`src/rtl/core/slr_pkg.sv`:
```
// ----------------------------------------------------------------------------
// slr_pkg: shared types and constants for the servo linear ramp
// Word formats, operation and register codes, sequencer states, divider
// interface and fixed constants.
// ----------------------------------------------------------------------------
package slr_pkg;

   localparam int TIME_BITS = 32;

   localparam int PULSE_BITS = 16;
   localparam int ANGLE_BITS = 8;
   localparam int SPAN_BITS  = 16;
   localparam int NOW_BITS   = 32;

   // divider: unsigned magnitude in, signed quotient out
   localparam int DIV_NUM_BITS      = 32;
   localparam int DIV_DEN_BITS      = 16;
   localparam int DIV_BITS_PER_STEP = 2;
   localparam int DIV_STEPS         = DIV_NUM_BITS / DIV_BITS_PER_STEP;
   localparam int DIV_CNT_BITS      = $clog2(DIV_STEPS);
   localparam int QUOT_BITS         = DIV_DEN_BITS + 1;

   localparam logic [ANGLE_BITS-1:0] FULL_ANGLE    = 8'd180;
   localparam logic [PULSE_BITS-1:0] MIN_PULSE_RST = 16'd500;
   localparam logic [PULSE_BITS-1:0] MAX_PULSE_RST = 16'd2500;
   localparam logic [ANGLE_BITS-1:0] START_ANG_RST = 8'd90;

   localparam logic [1:0] OP_MOVE   = 2'd0;
   localparam logic [1:0] OP_WAIT   = 2'd1;
   localparam logic [1:0] OP_UPDATE = 2'd2;

   localparam logic [1:0] CSR_MIN_PULSE   = 2'd0;
   localparam logic [1:0] CSR_MAX_PULSE   = 2'd1;
   localparam logic [1:0] CSR_START_ANGLE = 2'd2;

   typedef struct packed {
      logic [1:0]            operation;
      logic [NOW_BITS-1:0]   now_ms;
      logic [ANGLE_BITS-1:0] target_angle;
      logic [SPAN_BITS-1:0]  duration_ms;
   } req_word_type;

   typedef struct packed {
      logic                  pulse_valid;
      logic [PULSE_BITS-1:0] pulse_us;
      logic                  done_res;
      logic [ANGLE_BITS-1:0] angle_now;
   } rsp_word_type;

   typedef struct packed {
      logic                    start;
      logic                    negate;
      logic [DIV_NUM_BITS-1:0] dividend;
      logic [DIV_DEN_BITS-1:0] divisor;
   } div_req_type;

   typedef struct packed {
      logic                 done;
      logic [QUOT_BITS-1:0] quotient;
   } div_rsp_type;

   typedef enum logic [2:0] {
      ST_IDLE,
      ST_P0_MUL,
      ST_P0_DIV,
      ST_P1_MUL,
      ST_P1_DIV,
      ST_D_MUL,
      ST_D_DIV,
      ST_FIN
   } state_type;

endpackage

```
`src/rtl/core/slr_div.sv`:
```
// ----------------------------------------------------------------------------
// slr_div: iterative restoring divider
// Two quotient bits per cycle, unsigned magnitude, sign applied at the end.
// Quotient magnitude must fit the divisor width.
// ----------------------------------------------------------------------------
module slr_div (
   input  logic                clock,
   input  logic                reset,
   input  slr_pkg::div_req_type div_req,
   output slr_pkg::div_rsp_type div_rsp
);

   logic                               busy_ff, busy_in;
   logic                               done_ff, done_in;
   logic [slr_pkg::DIV_CNT_BITS-1:0]   cnt_ff, cnt_in;
   logic [slr_pkg::DIV_NUM_BITS-1:0]   num_ff, num_in;
   logic [slr_pkg::DIV_DEN_BITS-1:0]   rem_ff, rem_in;
   logic [slr_pkg::DIV_DEN_BITS-1:0]   den_ff, den_in;
   logic                               neg_ff, neg_in;
   logic [slr_pkg::DIV_NUM_BITS-1:0]   num_v;
   logic [slr_pkg::DIV_DEN_BITS-1:0]   rem_v;
   logic [slr_pkg::DIV_DEN_BITS:0]     trial;
   logic [slr_pkg::QUOT_BITS-1:0]      mag;

   always_comb begin
      num_v = num_ff;
      rem_v = rem_ff;
      for (int i = 0; i < slr_pkg::DIV_BITS_PER_STEP; i++) begin
         trial = {rem_v, num_v[slr_pkg::DIV_NUM_BITS-1]};
         if (trial >= {1'b0, den_ff}) begin
            trial = trial - {1'b0, den_ff};
            num_v = {num_v[slr_pkg::DIV_NUM_BITS-2:0], 1'b1};
         end else begin
            num_v = {num_v[slr_pkg::DIV_NUM_BITS-2:0], 1'b0};
         end
         rem_v = trial[slr_pkg::DIV_DEN_BITS-1:0];
      end
   end

   always_comb begin
      busy_in = busy_ff;
      done_in = 1'b0;
      cnt_in  = cnt_ff;
      num_in  = num_ff;
      rem_in  = rem_ff;
      den_in  = den_ff;
      neg_in  = neg_ff;
      if (div_req.start) begin
         busy_in = 1'b1;
         cnt_in  = '0;
         num_in  = div_req.dividend;
         rem_in  = '0;
         den_in  = div_req.divisor;
         neg_in  = div_req.negate;
      end else if (busy_ff) begin
         num_in = num_v;
         rem_in = rem_v;
         if (cnt_ff == slr_pkg::DIV_CNT_BITS'(slr_pkg::DIV_STEPS - 1)) begin
            busy_in = 1'b0;
            done_in = 1'b1;
         end else begin
            cnt_in = cnt_ff + 1'b1;
         end
      end
   end

   always_ff @(posedge clock) begin
      if (reset) begin
         busy_ff <= 1'b0;
         done_ff <= 1'b0;
      end else begin
         busy_ff <= busy_in;
         done_ff <= done_in;
      end
   end

   always_ff @(posedge clock) begin
      cnt_ff <= cnt_in;
      num_ff <= num_in;
      rem_ff <= rem_in;
      den_ff <= den_in;
      neg_ff <= neg_in;
   end

   assign mag = {1'b0, num_ff[slr_pkg::DIV_DEN_BITS-1:0]};
   assign div_rsp.done     = done_ff;
   assign div_rsp.quotient = neg_ff ? (~mag + 1'b1) : mag;

endmodule

```
`src/rtl/core/servo_linear_ramp_top.sv`:
```
// ----------------------------------------------------------------------------
// servo_linear_ramp_top: time based linear pulse ramp for a hobby servo
// Move and wait commands answer at once; an update inside a running ramp
// goes through a shared multiplier and a shared two bit per cycle divider.
// Answers: commands, finished periods and held waits answer in the cycle
//   after acceptance. A ramp update runs three multiply/divide passes
//   (start pulse, goal pulse, interpolation), each a multiply state and
//   then a divide state that waits on the 16 iteration divider, and then
//   goes into the output register once it is free; a zero span skips the
//   last pass.
// Throughput: one word at a time; the input stalls while an update computes.
// Reset: synchronous, active high; registers to 500/2500 us, angle 90.
// ----------------------------------------------------------------------------
module servo_linear_ramp_top (
   input  logic                  clock,
   input  logic                  reset,
   input  logic                  req_valid,
   output logic                  req_stall,
   input  slr_pkg::req_word_type req_word,
   output logic                  rsp_valid,
   input  logic                  rsp_stall,
   output slr_pkg::rsp_word_type rsp_word,
   input  logic                  csr_we,
   input  logic [1:0]            csr_index,
   input  logic [15:0]           csr_wdata
);

   // configuration and ramp state
   logic [slr_pkg::PULSE_BITS-1:0] min_ff, min_in;
   logic [slr_pkg::PULSE_BITS-1:0] max_ff, max_in;
   logic [slr_pkg::ANGLE_BITS-1:0] cur_ff, cur_in;
   logic [slr_pkg::ANGLE_BITS-1:0] goal_ff, goal_in;
   logic [slr_pkg::TIME_BITS-1:0]  start_time_ff, start_time_in;
   logic [slr_pkg::SPAN_BITS-1:0]  span_ff, span_in;
   logic                           waiting_ff, waiting_in;
   slr_pkg::state_type             state_ff, state_in;

   // working registers for one update
   logic [slr_pkg::SPAN_BITS-1:0]    prog_ff, prog_in;
   logic [slr_pkg::PULSE_BITS-1:0]   mul_mag_ff, mul_mag_in;
   logic                             mul_neg_ff, mul_neg_in;
   logic [slr_pkg::PULSE_BITS-1:0]   p0_ff, p0_in;
   logic [slr_pkg::PULSE_BITS-1:0]   pulse_ff, pulse_in;
   logic                             div_go_ff, div_go_in;
   logic [slr_pkg::DIV_NUM_BITS-1:0] div_num_ff, div_num_in;
   logic                             div_neg_ff, div_neg_in;
   logic [slr_pkg::DIV_DEN_BITS-1:0] div_den_ff, div_den_in;

   // output register
   logic                  rsp_valid_ff, rsp_valid_in;
   slr_pkg::rsp_word_type rsp_word_ff, rsp_word_in;

   slr_pkg::div_req_type div_req;
   slr_pkg::div_rsp_type div_rsp;

   logic                           out_free;
   logic                           req_take;
   logic [slr_pkg::TIME_BITS-1:0]  now_t;
   logic [slr_pkg::TIME_BITS-1:0]  progress;
   logic [slr_pkg::ANGLE_BITS-1:0] tgt_sat;
   logic [slr_pkg::ANGLE_BITS-1:0] csr_ang_sat;
   logic [slr_pkg::PULSE_BITS:0]   diff;
   logic [slr_pkg::PULSE_BITS:0]   delta;
   logic [slr_pkg::PULSE_BITS:0]   pulse_sum;
   logic [slr_pkg::PULSE_BITS-1:0] mul_a;
   logic [slr_pkg::DIV_NUM_BITS-1:0] mul_prod;

   // output register frees when empty or being drained this cycle
   assign out_free  = !rsp_valid_ff || !rsp_stall;
   assign req_stall = reset || (state_ff != slr_pkg::ST_IDLE) || !out_free;
   assign req_take  = req_valid && !req_stall;

   assign now_t    = slr_pkg::TIME_BITS'(req_word.now_ms);
   assign progress = now_t - start_time_ff;
   assign tgt_sat  = (req_word.target_angle > slr_pkg::FULL_ANGLE) ?
                     slr_pkg::FULL_ANGLE : req_word.target_angle;
   assign csr_ang_sat = (csr_wdata[7:0] > slr_pkg::FULL_ANGLE) ?
                        slr_pkg::FULL_ANGLE : csr_wdata[7:0];

   // pulse span of the angle map; may run downward
   assign diff = {1'b0, max_ff} - {1'b0, min_ff};

   // shared multiplier: angle or progress times a 16 bit magnitude
   always_comb begin
      case (state_ff)
         slr_pkg::ST_P0_MUL: mul_a = {8'd0, cur_ff};
         slr_pkg::ST_P1_MUL: mul_a = {8'd0, goal_ff};
         default:            mul_a = prog_ff;
      endcase
   end
   assign mul_prod = mul_a * mul_mag_ff;

   // base plus signed quotient, wraps to 16 bits
   assign pulse_sum = {1'b0, min_ff} + div_rsp.quotient;
   assign delta     = {1'b0, pulse_sum[slr_pkg::PULSE_BITS-1:0]} - {1'b0, p0_ff};

   always_comb begin
      min_in        = min_ff;
      max_in        = max_ff;
      cur_in        = cur_ff;
      goal_in       = goal_ff;
      start_time_in = start_time_ff;
      span_in       = span_ff;
      waiting_in    = waiting_ff;
      state_in      = state_ff;
      prog_in       = prog_ff;
      mul_mag_in    = mul_mag_ff;
      mul_neg_in    = mul_neg_ff;
      p0_in         = p0_ff;
      pulse_in      = pulse_ff;
      div_go_in     = 1'b0;
      div_num_in    = div_num_ff;
      div_neg_in    = div_neg_ff;
      div_den_in    = div_den_ff;
      rsp_valid_in  = rsp_valid_ff && rsp_stall;
      rsp_word_in   = rsp_word_ff;

      case (state_ff)
         slr_pkg::ST_IDLE: begin
            if (req_take) begin
               // default answer: command style, no pulse
               rsp_valid_in          = 1'b1;
               rsp_word_in.pulse_valid = 1'b0;
               rsp_word_in.pulse_us    = '0;
               rsp_word_in.done_res    = 1'b0;
               rsp_word_in.angle_now   = cur_ff;
               case (req_word.operation)
                  slr_pkg::OP_MOVE: begin
                     start_time_in = now_t;
                     goal_in       = tgt_sat;
                     span_in       = req_word.duration_ms;
                     waiting_in    = 1'b0;
                  end
                  slr_pkg::OP_WAIT: begin
                     start_time_in = now_t;
                     goal_in       = cur_ff;
                     span_in       = req_word.duration_ms;
                     waiting_in    = 1'b1;
                  end
                  slr_pkg::OP_UPDATE: begin
                     if (progress > slr_pkg::TIME_BITS'(span_ff)) begin
                        // period over: settle on the goal
                        cur_in                = goal_ff;
                        waiting_in            = 1'b0;
                        rsp_word_in.done_res  = 1'b1;
                        rsp_word_in.angle_now = goal_ff;
                     end else if (!waiting_ff) begin
                        // ramp running: compute the pulse
                        rsp_valid_in = 1'b0;
                        prog_in      = progress[slr_pkg::SPAN_BITS-1:0];
                        mul_neg_in   = diff[slr_pkg::PULSE_BITS];
                        mul_mag_in   = diff[slr_pkg::PULSE_BITS] ?
                                       slr_pkg::PULSE_BITS'(~diff + 1'b1) :
                                       diff[slr_pkg::PULSE_BITS-1:0];
                        state_in     = slr_pkg::ST_P0_MUL;
                     end
                  end
                  default: begin
                  end
               endcase
            end
         end
         slr_pkg::ST_P0_MUL, slr_pkg::ST_P1_MUL: begin
            div_go_in  = 1'b1;
            div_num_in = mul_prod;
            div_neg_in = mul_neg_ff;
            div_den_in = {8'd0, slr_pkg::FULL_ANGLE};
            state_in   = (state_ff == slr_pkg::ST_P0_MUL) ?
                         slr_pkg::ST_P0_DIV : slr_pkg::ST_P1_DIV;
         end
         slr_pkg::ST_P0_DIV: begin
            if (div_rsp.done) begin
               p0_in    = pulse_sum[slr_pkg::PULSE_BITS-1:0];
               state_in = slr_pkg::ST_P1_MUL;
            end
         end
         slr_pkg::ST_P1_DIV: begin
            if (div_rsp.done) begin
               mul_neg_in = delta[slr_pkg::PULSE_BITS];
               mul_mag_in = delta[slr_pkg::PULSE_BITS] ?
                            slr_pkg::PULSE_BITS'(~delta + 1'b1) :
                            delta[slr_pkg::PULSE_BITS-1:0];
               if (span_ff == '0) begin
                  // zero span: start pulse
                  pulse_in = p0_ff;
                  state_in = slr_pkg::ST_FIN;
               end else begin
                  state_in = slr_pkg::ST_D_MUL;
               end
            end
         end
         slr_pkg::ST_D_MUL: begin
            div_go_in  = 1'b1;
            div_num_in = mul_prod;
            div_neg_in = mul_neg_ff;
            div_den_in = span_ff;
            state_in   = slr_pkg::ST_D_DIV;
         end
         slr_pkg::ST_D_DIV: begin
            if (div_rsp.done) begin
               // interpolation term added on the start pulse
               pulse_in = p0_ff + div_rsp.quotient[slr_pkg::PULSE_BITS-1:0];
               state_in = slr_pkg::ST_FIN;
            end
         end
         slr_pkg::ST_FIN: begin
            if (out_free) begin
               rsp_valid_in            = 1'b1;
               rsp_word_in.pulse_valid = 1'b1;
               rsp_word_in.pulse_us    = pulse_ff;
               rsp_word_in.done_res    = 1'b0;
               rsp_word_in.angle_now   = cur_ff;
               state_in                = slr_pkg::ST_IDLE;
            end
         end
         default: begin
            state_in = slr_pkg::ST_IDLE;
         end
      endcase

      // register writes are for the user to make only while idle; the block itself does not enforce it
      if (csr_we) begin
         case (csr_index)
            slr_pkg::CSR_MIN_PULSE:   min_in = csr_wdata;
            slr_pkg::CSR_MAX_PULSE:   max_in = csr_wdata;
            slr_pkg::CSR_START_ANGLE: begin
               cur_in  = csr_ang_sat;
               goal_in = csr_ang_sat;
            end
            default: begin
            end
         endcase
      end
   end

   always_ff @(posedge clock) begin
      if (reset) begin
         state_ff      <= slr_pkg::ST_IDLE;
         rsp_valid_ff  <= 1'b0;
         div_go_ff     <= 1'b0;
         min_ff        <= slr_pkg::MIN_PULSE_RST;
         max_ff        <= slr_pkg::MAX_PULSE_RST;
         cur_ff        <= slr_pkg::START_ANG_RST;
         goal_ff       <= slr_pkg::START_ANG_RST;
         start_time_ff <= '0;
         span_ff       <= '0;
         waiting_ff    <= 1'b0;
      end else begin
         state_ff      <= state_in;
         rsp_valid_ff  <= rsp_valid_in;
         div_go_ff     <= div_go_in;
         min_ff        <= min_in;
         max_ff        <= max_in;
         cur_ff        <= cur_in;
         goal_ff       <= goal_in;
         start_time_ff <= start_time_in;
         span_ff       <= span_in;
         waiting_ff    <= waiting_in;
      end
   end

   always_ff @(posedge clock) begin
      prog_ff     <= prog_in;
      mul_mag_ff  <= mul_mag_in;
      mul_neg_ff  <= mul_neg_in;
      p0_ff       <= p0_in;
      pulse_ff    <= pulse_in;
      div_num_ff  <= div_num_in;
      div_neg_ff  <= div_neg_in;
      div_den_ff  <= div_den_in;
      rsp_word_ff <= rsp_word_in;
   end

   assign div_req.start    = div_go_ff;
   assign div_req.negate   = div_neg_ff;
   assign div_req.dividend = div_num_ff;
   assign div_req.divisor  = div_den_ff;

   slr_div u_div (
      .clock   (clock),
      .reset   (reset),
      .div_req (div_req),
      .div_rsp (div_rsp)
   );

   assign rsp_valid = rsp_valid_ff;
   assign rsp_word  = rsp_word_ff;

endmodule

```
`config.mk`:
```
export PLATFORM = sky130hd
export DESIGN_NAME = servo_linear_ramp_top
export DESIGN_NICKNAME = d
export VERILOG_FILES = /design/src/rtl/core/slr_pkg.sv /design/src/rtl/core/slr_div.sv /design/src/rtl/core/servo_linear_ramp_top.sv
export SDC_FILE = /design/constraint.sdc
export NUM_CORES = 1
export LEC_CHECK = 0
export ABC_AREA = 1
export BUFFER_PORTS_ARGS = -buffer_cell sky130_fd_sc_hd__buf_2
export CAP_MARGIN = 20
export CORE_MARGIN = 2
export CORE_UTILIZATION = 48
export CTS_CLUSTER_DIAMETER = 100
export DETAILED_ROUTE_END_ITERATION = 6
export PLACE_DENSITY_LB_ADDON = 0.2
export SYNTH_ARGS = -nofsm -noshare
export SYNTH_HDL_FRONTEND = slang
export SYNTH_SLANG_ARGS = --single-unit
```
`constraint.sdc`:
```
create_clock -name clock -period 6.8 [get_ports clock]
set_input_delay 0.34 -clock clock [delete_from_list [all_inputs] [get_ports clock]]
set_output_delay 0.34 -clock clock [all_outputs]
set_load 0.01 [all_outputs]
```
==> flow_metrics.py, run 1 <==
metrics = {
    "clocking": {
        "cts-htree-levels": 2,
        "cts_sinks": 313,
        "clk_pin_slew_ns": 0.06,
        "clk_latency_ns": 0.58,
        "cts_buffer_depth": 3,
        "cts_tree": "yes",
        "cts_buffers": 38,
        "cts-root-buf": "clkbuf_16",
    },
    "yosys": {
        "synth_top_area_share_pct": 19.6,
        "synthCells": 3754,
        "synthesis.area_mm2": 0.0289,
        "syn_nets": 4285,
        "synthArstFlopShare_pct": 0,
        "synth_edf_count": 189,
        "yosysMostFrequentCell": "nand2_1",
        "synth-main-ff-cell": "edfxtp_1",
        "avgSynthCellArea_um2": 7.70,
        "ys_ff_latch": 313,
        "synth.yosys.seq_area_share_pct": 28.2,
        "synth_common_cells": "nand2_1 (896), inv_1 (710), nor2_1 (314)",
        "yosys.area.top_type": "edfxtp_1",
        "synth_warnings": 0,
        "yosys-top-cells-area": "edfxtp_1 (20%), fa_1 (14%), nand2_1 (12%), ha_1 (11%), inv_1 (9.2%)",
        "synthDistinctLibCells": 67,
    },
    "detailed_routing": {
        "dr.pass1.iters": 5,
        "wirelength_mm": 80.1,
        "wl_per_cell_um": 17.0,
        "ant_nets": 0,
        "drcViolationCount": 0,
        "viasPerCell": 5.19,
        "num_vias": 24500,
        "dr.first_iter.drc_count": 1786,
    },
    "critical_path": {
        "max_stage_delay_ns": 0.56,
        "arrival_ns": 6.94,
        "critPathSlowestCell": "fa_1",
        "worstPathMaxFanout": 8,
        "path_buf_inv": 12,
        "critPathKind": "reg -> reg",
        "cp_top_family": "adder cells",
        "crit_required_ns": 7.12,
        "crit_path_end_kind": "flip-flop",
        "crit_path_start_kind": "flip-flop",
        "worst_path_most_repeated_cell": "fa_1",
    },
    "sta": {
        "fin_tns_setup_ns": 0,
        "setup_slack_ns": 0.187,
        "setup_violations": 0,
        "fin_worst_skew_ns": 0.0250,
        "hold_viol_final": 0,
        "rsz0062_at_grt": "yes",
        "relSlewSlack_pct": 26.1,
        "fin_crit_sh_pct": 97.3,
        "fmax_mhz": 151,
        "drv_slew": 0,
        "fin_crit_ns": 6.61,
        "worst_pin_slew_ns": 1.11,
    },
    "global_route": {
        "grt_start_max_net_pins": 94,
        "grtUsageMet1_pct": 35.9,
        "busiest_layer": "met2",
        "grt_overflow": 0,
        "gr-usage-met2_pct": 40.8,
        "antenna_found_initial": 1,
        "grt_pass1_wl_mm": 127,
        "track_usage_pct": 25.7,
        "met3_usage_pct": 4.49,
        "grt_pass1_vias": 23600,
    },
    "floorplan": {
        "start_util_pct": 48.8,
        "fp.dieW_um": 249,
        "die_h_um": 249,
        "die-area_mm2": 0.0622,
        "core_mm2": 0.0592,
        "num_rows": 89,
        "io-pin-count": 109,
    },
    "pwr": {
        "p_leak_uw": 0.0161,
        "ir_drop_mv": 0.191,
        "finalPower_uw": 5100,
        "powerDensity_mw_per_mm2": 157,
    },
    "placed_design": {
        "io_buffers": 108,
        "place_congestion": 0.971,
        "dp_slack_ns": -0.00388,
        "placed_cells": 4624,
        "place_hpwl_mm": 64.7,
    },
    "cells_and_area": {
        "area.growth.synth_to_final_pct": 12.2,
        "layout-drive-gt1-share_pct": 10.1,
        "diodes": 0,
        "instances_no_fill": 4717,
        "fin_nets": 4446,
        "utilization_pct": 54.7,
    },
    "flow_run": {
        "cap_violations": 0,
    },
    "min_path": {
        "worst_hold_path_type": "in -> reg",
    },
    "run_status": {
        "status": "complete, no violations",
    },
}
kinds of logic (layout without fill, tap and decap cells):
family | after synthesis | after routing | share of synthesized area (%)
xor gates and xnor gates | 130 | 130 | 3.99
and+or+nand+nor | 1477 | 1477 | 21.3
buffers and inverters | 812 | 1002 | 10.8
DFF | 313 | 313 | 28.2
AOI/OAI and AO/OA | 572 | 572 | 11.0
adders and majority gates | 450 | 450 | 24.7
worst register-to-register path, delay by kind of cell, from the launching register on:
family / cells / cell delay, ns
buf+inv: 12 / 1.21
fa+ha+maj: 7 / 3.20
compound gates: 4 / 0.60
flops: 1 / 0.33
simple gates: 10 / 1.01
metrics by stage:
stage	hold WS [ns]	instance area, µm²
floorplan	0.400	28900
global placement	0.403	30600
detailed placement	0.408	30600
CTS	0.00588	32000
global route	0.0285	32400
finish	0.0176	32400
registers in the layout (all words and copies together), names as in the netlist, 3 cells and up:
name,cells
u_div.cnt_ff,4
u_div.den_ff,16
pulse_ff,16
cur_ff,8
max_ff,16
prog_ff,16
p0_ff,16
span_ff,16
min_ff,16
rsp_word,26
u_div.num_ff,32
mul_mag_ff,16
div_num_ff,32
start_time_ff,32
goal_ff,8
state_ff,3
div_den_ff,16
u_div.rem_ff,16
cell usage in the layout (no fill, tap or decap), types with 7 or more instances in the layout:
cell	netlist	final
buf_4	2	77
nor2_2	13	14
nand3b_1	9	9
buf_2	8	108
a21o_1	12	12
nand2_1	896	887
edfxtp_1	189	189
o21ai_1	36	38
o211ai_1	9	9
clkbuf_1	55	7
nor3_2	3	8
inv_1	710	700
nor4_1	7	7
o21ai_0	189	184
dfxtp_1	124	122
clkinv_2	0	9
nand4_1	28	28
clkbuf_16	0	41
a31oi_1	15	14
nand2_2	21	25
fa_1	201	198
ha_1	249	245
xnor2_1	41	41
xor2_1	87	87
nor2_1	314	312
a21oi_1	233	223
a21oi_2	7	11
o22ai_1	24	22
nor3_1	30	25
nand2_4	2	7
a21oi_4	1	7
a21boi_0	8	8
inv_2	7	21
nand3_1	128	128
buf_6	6	10
worst paths after layout:
check	start	end	slack (ns)	depth (start not counted)
min	csr_wdata[5]	min_ff[5]	0.02	3
max	state_ff[0]	div_num_ff[29]	0.19	33
min reg2reg	div_neg_ff	u_div.neg_ff	0.42	0
max reg2reg	state_ff[0]	div_num_ff[29]	0.19	33
routing by layer:
layer	routed length [µm]	share of wire, %
met3	5320	6.6
met2	35000	44
met4	2570	3.2
met1	37200	46
met5	7	0.0087
layout make-up:
cell class              count  area [µm²]
flip-flops and latches    313        8160
multi-input cells        2629       17900
inverters                 729        2740
fillers                  5718       26800
clock buffers              51        1090
well taps                 773         967
clock inverters            18         221
repair buffers            204        1350
where the power goes:
group	total (µW)	leakage, µW	internal (µW)	switching (µW)
registers	2070	0.00274	2050	19.7
logic	885	0.0128	299	585
clock network	2140	0.000647	1290	845
total	5100	0.0161	3650	1450
timing repair:
action,4_1_cts,5_1_grt
setup buffers,0,17
hold endpoints to repair,6,0
hold buffers,6,0
setup endpoints to repair,3,12
resized for setup,3,79
pin swaps,0,22
Note: power is estimated with default switching activity, not from simulation.
==> run 2: changes to the inputs <==
Clock period 6.8 ns to 7.6 ns, I/O delays scaled along.
==> flow_metrics.py, run 2 (same netlist as run 1, synthesis figures left out) <==
metrics = {
    "run_status": {
        "status": "complete, no violations",
    },
    "sta": {
        "hold_viol_final": 0,
        "worst_hold_slack_ns": 0.0322,
        "fin_crit_ns": 7.23,
        "relSlewSlack_pct": 24.1,
        "fin_crit_sh_pct": 95.2,
        "drv_slew": 0,
        "fmax_mhz": 138,
        "setup_slack_ns": 0.366,
        "worst_pin_slew_ns": 1.13,
        "setup_violations": 0,
        "fin_worst_skew_ns": 0.0472,
    },
    "global_route": {
        "grt_start_max_net_pins": 62,
        "antenna_found_initial": 3,
        "grt_pass1_wl_mm": 124,
        "grt_pass1_vias": 22800,
        "grtUsageMet1_pct": 35.3,
        "busiest_layer": "met2",
        "gr-usage-met2_pct": 39.0,
        "track_usage_pct": 25.1,
        "met3_usage_pct": 4.84,
        "grt_overflow": 0,
    },
    "placed_design": {
        "io_buffers": 108,
        "place_congestion": 0.953,
        "placed_cells": 4579,
        "dpl-instance-area_mm2": 0.0302,
        "place_hpwl_mm": 63.3,
        "dp_slack_ns": 0.368,
    },
    "detailed_routing": {
        "viasPerCell": 5.17,
        "wl_per_cell_um": 16.7,
        "num_vias": 24100,
        "dr.first_iter.drc_count": 1736,
        "ant_nets": 0,
        "drcViolationCount": 0,
        "dr.pass1.iters": 5,
        "wirelength_mm": 77.8,
    },
    "critical_path": {
        "crit_required_ns": 7.86,
        "rr_endpoint": "div_num_ff[31]",
        "critPathKind": "reg -> reg",
        "r2r-start": "state_ff[0]",
        "worst_path_most_repeated_cell": "fa_1",
        "arrival_ns": 7.50,
        "regToRegSetupSlack_ns": 0.37,
        "max_stage_delay_ns": 0.54,
        "worstPathMaxFanout": 7,
        "crit_path_end_kind": "flip-flop",
        "reg2reg_depth": 29,
        "crit_path_start_kind": "flip-flop",
        "critPathSlowestCell": "fa_1",
    },
    "pwr": {
        "power_frac_comb_pct": 17.3,
        "powerDensity_mw_per_mm2": 144,
        "p_leak_uw": 0.0158,
        "ir_drop_mv": 0.176,
        "clock_power_share_pct": 42.0,
        "p_switching_uw": 1310,
        "intPower_uw": 3250,
        "pwr-share-seq_pct": 40.7,
        "switching_share_pct": 28.8,
    },
    "clocking": {
        "clk_latency_ns": 0.58,
        "cts_tree": "yes",
        "cts-root-buf": "clkbuf_16",
        "clk_pin_slew_ns": 0.06,
        "cts_buffer_depth": 3,
        "hold_buffers": 0,
        "cts_buffers": 38,
        "cts_sinks": 313,
        "cts-htree-levels": 2,
    },
    "cells_and_area": {
        "fin_area_mm2": 0.0317,
        "final_cell_mix": "nand2_1 (895), inv_1 (706), nor2_1 (313), ha_1 (249), a21oi_1 (231)",
        "final_common_cell": "nand2_1",
        "fillCellCount": 5789,
        "instances_no_fill": 4658,
        "area.growth.synth_to_final_pct": 9.62,
        "reg_top3": "div_num_ff (32), start_time_ff (32), u_div.num_ff (32)",
        "utilization_pct": 53.5,
        "fin_nets": 4385,
        "layout-drive-gt1-share_pct": 7.70,
    },
    "floorplan": {
        "die_h_um": 249,
        "core_mm2": 0.0592,
        "fp.dieW_um": 249,
        "start_util_pct": 48.8,
        "io-pin-count": 109,
        "num_rows": 89,
        "die-area_mm2": 0.0622,
    },
    "min_path": {
        "min_to": "max_ff[11]",
        "whs_path_depth": 3,
        "worst_hold_path_type": "in -> reg",
        "hold_start": "csr_wdata[11]",
    },
    "flow_run": {
        "cap_violations": 0,
    },
}
[run 2: stage by stage]
stage,power (µW),setup TNS (ns)
floorplan,2450,0
global placement,2660,0
detailed placement,2670,0
CTS,4590,0
global route,4770,-0.00920
finish,4560,0
[run 2: worst max-delay path, delay by kind of cell, from the launching register on]
family | cells | cell delay (ns)
compound gates | 5 | 0.84
xor+xnor | 1 | 0.20
fa+ha+maj | 7 | 3.19
buf+inv | 11 | 1.41
simple gates | 5 | 0.89
flops | 1 | 0.36
[run 2: metal layers]
layer  share of wire (%)  wire length [µm]
met1                  46             35800
met2                  43             33700
met3                 7.2              5630
met4                 3.3              2600
met5               0.035                27
[run 2: area by class of cell]
type,instances,area [µm²],area share (%)
antenna,1,2.50,0.00790
clock buffer,46,981,3.10
clock inverter,24,335,1.06
inverter,729,2760,8.71
multi-input combinational,2629,17700,55.8
sequential,313,8160,25.8
tap,773,967,3.05
timing repair buffer,143,805,2.54
[run 2: worst max path at each step]
stage | from | to | slack (ns) | cells past startpoint
2_1_floorplan | state_ff[0] | div_num_ff[26] | 0.99 | 29
3_3_place_gp | state_ff[0] | div_num_ff[29] | 0.54 | 32
3_5_place_dp | state_ff[0] | div_num_ff[29] | 0.37 | 32
4_1_cts | state_ff[0] | div_num_ff[29] | 0.30 | 32
5_1_grt | state_ff[0] | div_num_ff[25] | -0.007 | 28
6_report | state_ff[0] | div_num_ff[31] | 0.37 | 29
[run 2: power groups by stage]
stage,sequential (µW),clock [µW],combinational (µW)
2_1_floorplan,1890,0,559
3_3_place_gp,1890,0,772
3_5_place_dp,1890,0,777
4_1_cts,1850,1960,781
5_1_grt,1860,2020,892
6_report,1860,1910,789
[run 2: what timing repair did]
item / 4_1_cts / 5_1_grt
buffers inserted: 0 / 8
hold endpoints to repair: 0 / 0
gates resized for setup: 0 / 13
endpoints found under the setup margin: 0 / 6
